<file path="src/rtl/pcxrd_pkg.sv">
// Shared types and constants of the PCX run-length palette decoder.
`default_nettype none
package pcxrd_pkg;

    // Field widths
    localparam int unsigned COL_W   = 9;
    localparam int unsigned ROW_W   = 8;
    localparam int unsigned IDX_W   = 8;
    localparam int unsigned COMP_W  = 8;
    localparam int unsigned CNT_W   = 6;
    localparam int unsigned RGB_W   = 3 * COMP_W;
    localparam int unsigned PAL_DEPTH = 1 << IDX_W;

    // Configuration port
    localparam int unsigned CFG_IDX_W  = 1;
    localparam int unsigned CFG_DATA_W = COL_W;

    typedef enum logic [CFG_IDX_W-1:0] {
        CFG_LAST_COLUMN = 1'b0,
        CFG_LAST_ROW    = 1'b1
    } t_cfg_idx;

    localparam logic [COL_W-1:0] LAST_COLUMN_RST = 9'd319;
    localparam logic [ROW_W-1:0] LAST_ROW_RST    = 8'd199;

    // Request kinds
    typedef enum logic {
        REQ_PALETTE = 1'b0,
        REQ_DATA    = 1'b1
    } t_req;

    // Stream byte coding
    localparam logic [1:0]        RUN_MARK     = 2'b11;
    localparam logic [COMP_W-1:0] OPAQUE_ALPHA = 8'hFF;

    // Controller states
    typedef enum logic [1:0] {
        ST_IDLE = 2'b01,
        ST_RUN  = 2'b10
    } t_state;

    // Controller to datapath
    typedef struct packed {
        logic pal_wr;     // write one palette entry
        logic set_mark;   // latch run count from a marker byte
        logic load_run;   // start a run: read palette, load pixel count
        logic pix_step;   // one pixel transferred
    } t_cmd;

    // Datapath to controller
    typedef struct packed {
        logic marker;        // incoming byte is a run marker
        logic awaiting;      // next data byte is a run colour
        logic pending_zero;  // latched run count is zero
        logic finished;      // last row done, data ignored
        logic last_pix;      // current pixel ends the run or the row
    } t_stat;

endpackage
`default_nettype wire

</file>
<file path="src/rtl/pcxrd_ctrl.sv">
// Controller: accepts requests and sequences the pixels of one run.
`default_nettype none
module pcxrd_ctrl (
    input  wire logic             i_clk,
    input  wire logic             i_rst_n,
    input  wire logic             i_in_valid,
    input  wire logic             i_req_type,
    output logic                  o_in_ready,
    output logic                  o_out_valid,
    input  wire logic             i_out_ready,
    input  wire pcxrd_pkg::t_stat i_stat,
    output pcxrd_pkg::t_cmd       o_cmd
);

    pcxrd_pkg::t_state r_state, n_state;
    logic accept, data_acc;

    assign o_in_ready  = (r_state == pcxrd_pkg::ST_IDLE);
    assign o_out_valid = (r_state == pcxrd_pkg::ST_RUN);
    assign accept      = i_in_valid & o_in_ready;
    assign data_acc    = accept & (i_req_type == pcxrd_pkg::REQ_DATA) & ~i_stat.finished;

    // Command decode
    always_comb begin
        o_cmd.pal_wr   = accept & (i_req_type == pcxrd_pkg::REQ_PALETTE);
        o_cmd.set_mark = data_acc & ~i_stat.awaiting & i_stat.marker;
        o_cmd.load_run = data_acc & (i_stat.awaiting | ~i_stat.marker);
        o_cmd.pix_step = o_out_valid & i_out_ready;
    end

    // Next state
    always_comb begin
        n_state = r_state;
        case (r_state)
            pcxrd_pkg::ST_IDLE: begin
                // a run of count zero only consumes its colour byte
                if (o_cmd.load_run && !(i_stat.awaiting && i_stat.pending_zero)) begin
                    n_state = pcxrd_pkg::ST_RUN;
                end
            end
            pcxrd_pkg::ST_RUN: begin
                if (o_cmd.pix_step && i_stat.last_pix) begin
                    n_state = pcxrd_pkg::ST_IDLE;
                end
            end
            default: n_state = pcxrd_pkg::ST_IDLE;
        endcase
    end

    always_ff @(posedge i_clk) begin
        if (!i_rst_n) begin
            r_state <= pcxrd_pkg::ST_IDLE;
        end else begin
            r_state <= n_state;
        end
    end

endmodule
`default_nettype wire

</file>
<file path="config.mk">
export PLATFORM = sky130hd
export DESIGN_NAME = pcxrd_ctrl
export DESIGN_NICKNAME = d
export VERILOG_FILES = /design/src/rtl/pcxrd_pkg.sv /design/src/rtl/pcxrd_ctrl.sv
export SDC_FILE = /design/constraint.sdc
export NUM_CORES = 1
export LEC_CHECK = 0
export ABC_AREA = 1
export BUFFER_PORTS_ARGS = -buffer_cell sky130_fd_sc_hd__buf_2
export CAP_MARGIN = 20
export CORE_AREA = 2 2 39 41
export CTS_CLUSTER_DIAMETER = 100
export CTS_CLUSTER_SIZE = 12
export DETAILED_ROUTE_END_ITERATION = 10
export DIE_AREA = 0 0 41 43
export SLEW_MARGIN = 25
export SYNTH_ARGS = -nofsm -noshare
export SYNTH_HDL_FRONTEND = slang
export SYNTH_SLANG_ARGS = --single-unit
export TNS_END_PERCENT = 20
</file>
<file path="constraint.sdc">
create_clock -name i_clk -period 1.75 [get_ports i_clk]
set_input_delay 0.2625 -clock i_clk [delete_from_list [all_inputs] [get_ports i_clk]]
set_output_delay 0.2625 -clock i_clk [all_outputs]
set_load 0.01 [all_outputs]
</file>
==> results of run 1 <==
-- layout make-up --
| type | instances | share of cell area, % |
|---|---|---|
| Multi-Input combinational cell | 17 | 35.1 |
| Clock buffer | 3 | 8.11 |
| Timing Repair Buffer | 15 | 27.0 |
| Inverter | 6 | 8.11 |
| Tap cell | 16 | 7.21 |
| Sequential cell | 2 | 14.4 |
-- cells in the final DEF, fill, tap and decap left out, drive strengths merged --
master  Yosys  layout
a21oi       2       2
inv         6       6
dfxtp       2       2
nor2        4       4
nand3       2       2
clkbuf      0       3
nor3b       1       1
buf         0      15
nand2       8       8
-- worst paths after layout --
| check | startpoint | end | slack (ns) | cells after the start |
|---|---|---|---|---|
| setup reg to reg | r_state[0] | r_state[0] | 0.85 | 5 |
| hold reg to reg | r_state[1] | r_state[1] | 0.61 | 4 |
| hold / removal | i_rst_n | r_state[0] | 0.22 | 2 |
| setup / recovery | r_state[0] | o_cmd[1] | 0.37 | 5 |
-- stage by stage --
stage | instances | hold slack (ns)
6_report | 59 | 0.224
2_1_floorplan | 25 | 0.331
3_3_place_gp | 56 | 0.451
3_5_place_dp | 56 | 0.454
5_1_grt | 59 | 0.214
4_1_cts | 59 | 0.216
-- metal layers --
metal  global-route usage [%]  vias to the layer above  share of wire [%]
li1                         -                      112                  -
met1                     2.23                       82                 37
met2                     8.44                        9                 52
met3                     4.71                        0                 11
met4                     6.00                        0                  0
met5                        0                        -                  0
-- kinds of logic after synthesis --
group,Yosys count,share of synthesized area [%]
flip-flops,2,25.0
buffers and inverters,6,14.1
AND/OR/NAND/NOR,15,50.0
AO/OA/AOI/OAI,2,10.9
-- power by group through the flow --
stage	clock (W)	sequential, W	combinational [W]
2_1_floorplan	0	0.0000481	0.0000158
3_3_place_gp	0	0.0000482	0.0000313
3_5_place_dp	0	0.0000482	0.0000315
4_1_cts	0.000107	0.0000476	0.0000317
5_1_grt	0.000115	0.0000476	0.0000353
6_report	0.000101	0.0000476	0.0000312
-- critical path, delay by kind of cell, from the launching register on --
kind                   cells  cell delay, ns
buffers and inverters      2            0.19
AND/OR/NAND/NOR            2            0.22
AO/OA/AOI/OAI              1            0.10
flip-flops                 1            0.37
-- Yosys cell counts --
master / number
a21oi_2: 2
dfxtp_1: 2
inv_1: 5
inv_2: 1
nand2_1: 8
nand3_2: 2
nor2_1: 3
nor2_4: 1
nor3b_1: 1
==> impl_metrics.toml, run 1 <==
[status]
outcome = "finished, final reports clean"

[power_and_ir_drop]
power_w = 0.000180
p_sw_share_pct = 23.5
internal_power_w = 0.000138
pwr-share-seq_pct = 26.5
p_sw_w = 0.0000423
power.static_leakage_nw = 0.156
peakVddDrop_uv = 132
combPwrFrac_pct = 17.4
p_per_area_nw_per_um2 = 647
pwr-share-clk_pct = 56.2

[cts]
cts_resized = 0
clk_latency_ns = 0.22
clk_pin_slew_ns = 0.03
cts.sinks = 2
cts_tree = "yes"
cts-htree-levels = 1
cts-root-buf = "clkbuf_4"
clockBufferDepth = 2
post_cts_buffers = 0
cts_inserted_buffers = 3
holdBufCountCts = 0

[flow_run]
maxCapViolCount = 0

[global_routing]
globalRouteOverflowTotal = 0
groute.usage.overall_pct = 5.21
grt_pass1_wl_um = 545
antenna_found_initial = 0
grt_max_degree = 5
grt_pass1_vias = 175

[final_layout]
postLayoutCellArea_um2 = 278
drive_above_1_share_pct = 55.8
multi_input_area_um2 = 97.6
largest_reg_flops = 2
top_regs = "r_state (2)"
regArea_um2 = 40.0
finalNetCount = 55
nFillCells = 156
n_antenna_cell = 0
area_growth_pct = 73.4
final_util_pct = 20.1
largest-register = "r_state"

[synth]
yosysTopAreaCell = "dfxtp_1"
ys_seq_area_share_pct = 25.0
ys_types = 9
syn_inst = 25
postSynthRegisterBits = 2
yosysWarningCount = 0
syn-num-nets = 35
synth_area_um2 = 160
synth_top_area_share_pct = 25.0
avgSynthCellArea_um2 = 6.41
synthTopCellsByArea = "dfxtp_1 25%, nand2_1 19%, nand3_2 13%, inv_1 12%, a21oi_2 11%"

[sta]
fin_tns_setup_ns = 0
timing.final.ws_setup_ns = 0.375
min_period_ns = 1.38
tightest_slew_ns = 0.169
fin_skew_ns = 0.000769
rsz0062_at_grt = "no"
setup_viol = 0
slew_viol_final = 0
fmax_ghz = 0.727
slew_headroom_pct = 88.7
fin_crit_sh_pct = 78.6
hold_violations = 0

[critical_path]
cp_slowest_cell = "dfxtp_1"
worstPathArrival_ns = 1.11
worstPathRequired_ns = 1.49
path_class = "flop to primary output"
cp_max_fo = 4
crit_chain = "nand3_2 > nor2_4 > inv_1 > a21oi_2 > buf_2"
max_stage_delay_ns = 0.37
endpoint_kind = "primary output"
startpoint_type = "flop"

[floorplanning]
coreArea_um2 = 1380
die-area_um2 = 1760
die_h_um = 43
pin_count = 16
die_w_um = 41
start_util_pct = 11.6
row_count = 14

[placement]
gp_congestion = 0.501
place_area_um2 = 255
io_buffer_count = 15
place_hpwl_um = 315
pre_cts_ws_ns = 0.605

[drt]
firstDrtPassIters = 3
totalWireLength_um = 382
detailedRoute.firstIterationViolations = 2
vias_per_cell = 3.44
ant_nets = 0
drc = 0
drt-wirelength-per-cell_um = 6.47
vias = 203

[hold_path]
hold_class = "input pin to flop"
No activity file was read; power rests on OpenSTA's default activity.
==> run 2: changes to the inputs <==
--- a/config.mk
+++ b/config.mk
@@ -5,7 +5,7 @@
 export SDC_FILE = /design/constraint.sdc
 export NUM_CORES = 1
 export LEC_CHECK = 0
-export ABC_AREA = 1
+export ABC_AREA = 0
 export BUFFER_PORTS_ARGS = -buffer_cell sky130_fd_sc_hd__buf_2
 export CAP_MARGIN = 20
 export CORE_AREA = 2 2 39 41
==> constraint.sdc (replaced) <==
create_clock -name i_clk -period 1.4 [get_ports i_clk]
set_input_delay 0.21 -clock i_clk [delete_from_list [all_inputs] [get_ports i_clk]]
set_output_delay 0.21 -clock i_clk [all_outputs]
set_load 0.01 [all_outputs]
==> impl_metrics.toml, run 2 <==
[critical_path]
path_buf_inv = 1
crit_start = "r_state[1]"
critPathTopFamily = "simple AND/OR/NAND/NOR gates"
max_stage_delay_ns = 0.31
worstPathArrival_ns = 1.14
cp_max_fo = 3
path_class = "flop to primary output"
endpoint_kind = "primary output"
startpoint_type = "flop"
worstPathRequired_ns = 1.19
cp_slowest_cell = "dfxtp_2"
r2r_start = "r_state[1]"
crit_chain = "nand3b_4 > nor4b_4 > buf_2"

[placement]
gp_congestion = 0.523
dp.cells = 45
pre_cts_ws_ns = 0.255
io_buffer_count = 15
place_hpwl_um = 341

[final_layout]
area_growth_pct = 75.6
largest-register = "r_state"
final_util_pct = 20.2
largest_reg_flops = 2
instances_no_fill = 48
top_regs = "r_state (2)"
final_cell_mix = "15 x buf_2, 3 x nor2b_1, 3 x clkbuf_4"
n_antenna_cell = 0
finalNetCount = 44
final_common_cell = "buf_2"
drive_above_1_share_pct = 71.9

[power_and_ir_drop]
p_per_area_nw_per_um2 = 811
peakVddDrop_uv = 153
p_sw_share_pct = 22.7
p_sw_w = 0.0000513
internal_power_w = 0.000175
pwr-share-clk_pct = 56.4
combPwrFrac_pct = 17.1
power.static_leakage_nw = 0.131
pwr-share-seq_pct = 26.5

[synth]
synth_commonest_cells = "3 x nor2b_1, 2 x a21boi_0, 2 x dfxtp_1"
ys_async_sr_fraction_pct = 0
ys_seq_area_share_pct = 25.2
postSynthRegisterBits = 2
synth_top_area_share_pct = 25.2
yosysWarningCount = 0
ys_types = 10
syn-num-nets = 24
syn_inst = 14
synthTopCellsByArea = "dfxtp_1 25%, nor4b_4 15%, nand3b_4 13%, nor2b_1 12%, a21boi_0 9.4%"
synth_area_um2 = 159
yosysTopAreaCell = "dfxtp_1"
avgSynthCellArea_um2 = 11.4
synth_most_common_cell = "nor2b_1"
synthFlopType = "dfxtp_1"
synth_edf_count = 0

[sta]
slew_viol_final = 0
setup_viol = 0
rsz0062_at_grt = "yes"
slew_headroom_pct = 80.9
timing.final.ws_setup_ns = 0.0536
fin_crit_sh_pct = 96.2
hold_violations = 0
fmax_ghz = 0.743
fin_tns_setup_ns = 0
min_period_ns = 1.35
fin_skew_ns = 0.000657
whs_ns = 0.179
tightest_slew_ns = 0.284

[drt]
drc = 0
vias_per_cell = 3.83
firstDrtPassIters = 2
drt-wirelength-per-cell_um = 8.56
vias = 184
detailedRoute.firstIterationViolations = 4
ant_nets = 0
totalWireLength_um = 411

[cts]
clockBufferDepth = 2
cts-htree-levels = 1
clk_latency_ns = 0.22
post_cts_buffers = 0
clk_pin_slew_ns = 0.03
cts_inserted_buffers = 3
cts_tree = "yes"
cts.sinks = 2
cts-root-buf = "clkbuf_4"

[floorplanning]
die_h_um = 43
pin_count = 16
row_count = 14
coreArea_um2 = 1380
die_w_um = 41
die-area_um2 = 1760
start_util_pct = 11.5

[global_routing]
grt_max_degree = 4
use_met2_pct = 7.81
grt_use_met3_pct = 1.57
grt-busiest-layer = "met4"
grtUsageMet1_pct = 5.14
groute.usage.overall_pct = 6.22
antenna_found_initial = 0
grt_pass1_vias = 172
grt_pass1_wl_um = 621
globalRouteOverflowTotal = 0

[status]
outcome = "finished, final reports clean"

[flow_run]
maxCapViolCount = 0

[hold_path]
min-delay-start = "i_rst_n"
hold_class = "input pin to flop"
==> run 2: changes by cell type in the layout (fill, tap and decap cells not counted), sizes merged, moves of 2 or more <==
cell,previous run,this run
nand2,8,0
inv,6,0
nor2,4,1
nor2b,0,3
a21boi,0,2
a21oi,2,0
nand3,2,0
==> run 2: kinds of logic (layout without fill, tap and decap cells) <==
logic type / after synthesis / in the layout / synth area share (%)
flip-flops: 2 / 2 / 25.2
AND/OR/NAND/NOR: 8 / 8 / 53.5
AO/OA/AOI/OAI: 4 / 4 / 21.3
buffers and inverters: 0 / 18 / 0
==> run 2: per-stage QoR <==
stage / instance area [um2] / total power (W)
after floorplan: 159 / 0.0000787
after global placement: 254 / 0.0000994
after detailed placement: 254 / 0.0000996
after CTS: 277 / 0.000237
after global routing: 279 / 0.000246
final: 279 / 0.000226
==> run 2: repair_timing <==
action	4_1_cts	5_1_grt
endpoints found under the hold margin	0	0
resized for setup	0	2
hold buffers	0	0
setup endpoints to repair	0	1
==> run 2: worst paths after layout <==
path	endpoint	slack, ns	cells after the start
setup reg to reg	r_state[1]	0.38	3
setup / recovery	o_cmd[1]	0.05	3
hold reg to reg	r_state[0]	0.59	2
hold / removal	r_state[0]	0.18	2
==> run 2: cell type report <==
| cell class | count | area [um2] |
|---|---|---|
| Clock buffer | 3 | 22.5 |
| Multi-Input combinational cell | 12 | 119 |
| Fill cell | 157 | 1100 |
| Timing Repair Buffer | 15 | 75.1 |
| Sequential cell | 2 | 42.5 |
| Tap cell | 16 | 20.0 |
==> run 2: power by group through the flow <==
stage                     Sequential [W]  Clock, W  Combinational, W
final                          0.0000599  0.000128         0.0000387
after global routing           0.0000601  0.000143         0.0000430
after detailed placement       0.0000604         0         0.0000392
after floorplan                0.0000603         0         0.0000184
after global placement         0.0000604         0         0.0000390
after CTS                      0.0000597  0.000138         0.0000394
==> run 2: layer usage <==
metal	vias up	part of all wire, %	routed length, um
li1	92	-	-
met1	81	34	141
met2	9	51	209
met3	2	10	41
met4	0	4.6	19
met5	-	0	0
==> run 3: changes to the inputs <==
==> constraint.sdc (replaced) <==
create_clock -name i_clk -period 1.4 [get_ports i_clk]
set_input_delay 0.28 -clock i_clk [delete_from_list [all_inputs] [get_ports i_clk]]
set_output_delay 0.28 -clock i_clk [all_outputs]
set_load 0.01 [all_outputs]
==> impl_metrics.toml, run 3 (same netlist as run 2, synthesis figures left out) <==
[global_routing]
grt_pass1_wl_um = 621
groute.usage.overall_pct = 6.22
antenna_found_initial = 0
grt_max_degree = 4
grt_pass1_vias = 172
globalRouteOverflowTotal = 0

[placement]
place_area_um2 = 254
gp_congestion = 0.523
place_hpwl_um = 341
io_buffer_count = 15

[drt]
drt-wirelength-per-cell_um = 8.42
totalWireLength_um = 404
vias_per_cell = 3.83
detailedRoute.firstIterationViolations = 4
firstDrtPassIters = 2
ant_nets = 0
drc = 0
vias = 184

[floorplanning]
row_count = 14
die_w_um = 41
pin_count = 16
die-area_um2 = 1760
start_util_pct = 11.5
die_h_um = 43
coreArea_um2 = 1380

[sta]
min_period_ns = 1.41
fin_skew_ns = 0.000657
tightest_slew_ns = 0.284
fmax_ghz = 0.707
timing.final.ws_setup_ns = -0.0145
slew_headroom_pct = 80.9
fin_crit_sh_pct = 101
setup_viol = 1
hold_violations = 0
slew_viol_final = 0
rsz0062_at_grt = "yes"

[cts]
cts.sinks = 2
cts_inserted_buffers = 3
cts-htree-levels = 1
cts_tree = "yes"
cts-root-buf = "clkbuf_4"
holdBufCountCts = 0
clk_pin_slew_ns = 0.03
clockBufferDepth = 2
post_cts_buffers = 0
clk_latency_ns = 0.22

[final_layout]
final_common_cell = "buf_2"
top_regs = "r_state (2)"
drive_above_1_share_pct = 71.9
n_antenna_cell = 0
final_util_pct = 20.6
area_growth_pct = 79.5
finalNetCount = 44
final_cell_mix = "14 x buf_2, 3 x nor2b_1, 3 x clkbuf_4"
largest-register = "r_state"
postLayoutCellArea_um2 = 285
largest_reg_flops = 2

[critical_path]
cp_slowest_cell = "dfxtp_2"
cp_max_fo = 3
critPathTopFamily = "simple AND/OR/NAND/NOR gates"
endpoint_kind = "primary output"
max_stage_delay_ns = 0.31
r2r_slack_ns = 0.38
worstPathRequired_ns = 1.12
startpoint_type = "flop"
worstPathArrival_ns = 1.13
path_class = "flop to primary output"
path_buf_inv = 1
crit_chain = "nand3b_4 > nor4b_4 > buf_2"

[power_and_ir_drop]
peakVddDrop_uv = 153
power_w = 0.000227
power.static_leakage_nw = 0.132
p_per_area_nw_per_um2 = 794

[hold_path]
hold_class = "input pin to flop"

[status]
violations = "negative setup slack"
outcome = "finished with violations"

[flow_run]
maxCapViolCount = 0
-- run 3: final cells by class --
class / instances / area [um2]
flip-flops and latches: 2 / 42.5
repair buffers: 15 / 81.3
multi-input cells: 12 / 119
clock buffers: 3 / 22.5
fillers: 158 / 1100
well taps: 16 / 20.0
-- run 3: repair_timing --
action | 4_1_cts | 5_1_grt
gates resized for setup | 2 | 1
setup endpoints to repair | 2 | 2
pin swaps | 0 | 1
-- run 3: where the power goes --
part | internal [W] | switching, W
logic | 0.0000219 | 0.0000171
registers | 0.0000589 | 0.00000101
clock network | 0.0000946 | 0.0000331
-- run 3: stage by stage --
stage	hold slack, ns	instances	setup TNS (ns)	worst slack, ns
2_1_floorplan	0.369	14	0	0.330
3_3_place_gp	0.494	45	0	0.124
3_5_place_dp	0.491	45	0	0.115
4_1_cts	0.243	48	-0.0410	-0.0410
5_1_grt	0.272	48	-0.131	-0.0921
6_report	0.249	48	-0.0145	-0.0145
-- run 3: metal layers --
layer | track usage [%] | routed length [um] | vias up
li1 | - | - | 92
met5 | 0 | 0 | -
met1 | 5.14 | 132 | 81
met2 | 7.81 | 211 | 9
met3 | 1.57 | 41 | 2
met4 | 12.0 | 19 | 0
-- run 3: final timing paths --
kind,startpoint,endpoint,depth (start not counted)
setup / recovery,r_state[1],o_cmd[1],3
hold / removal,i_rst_n,r_state[0],2
setup reg to reg,r_state[1],r_state[1],3
hold reg to reg,r_state[1],r_state[0],2
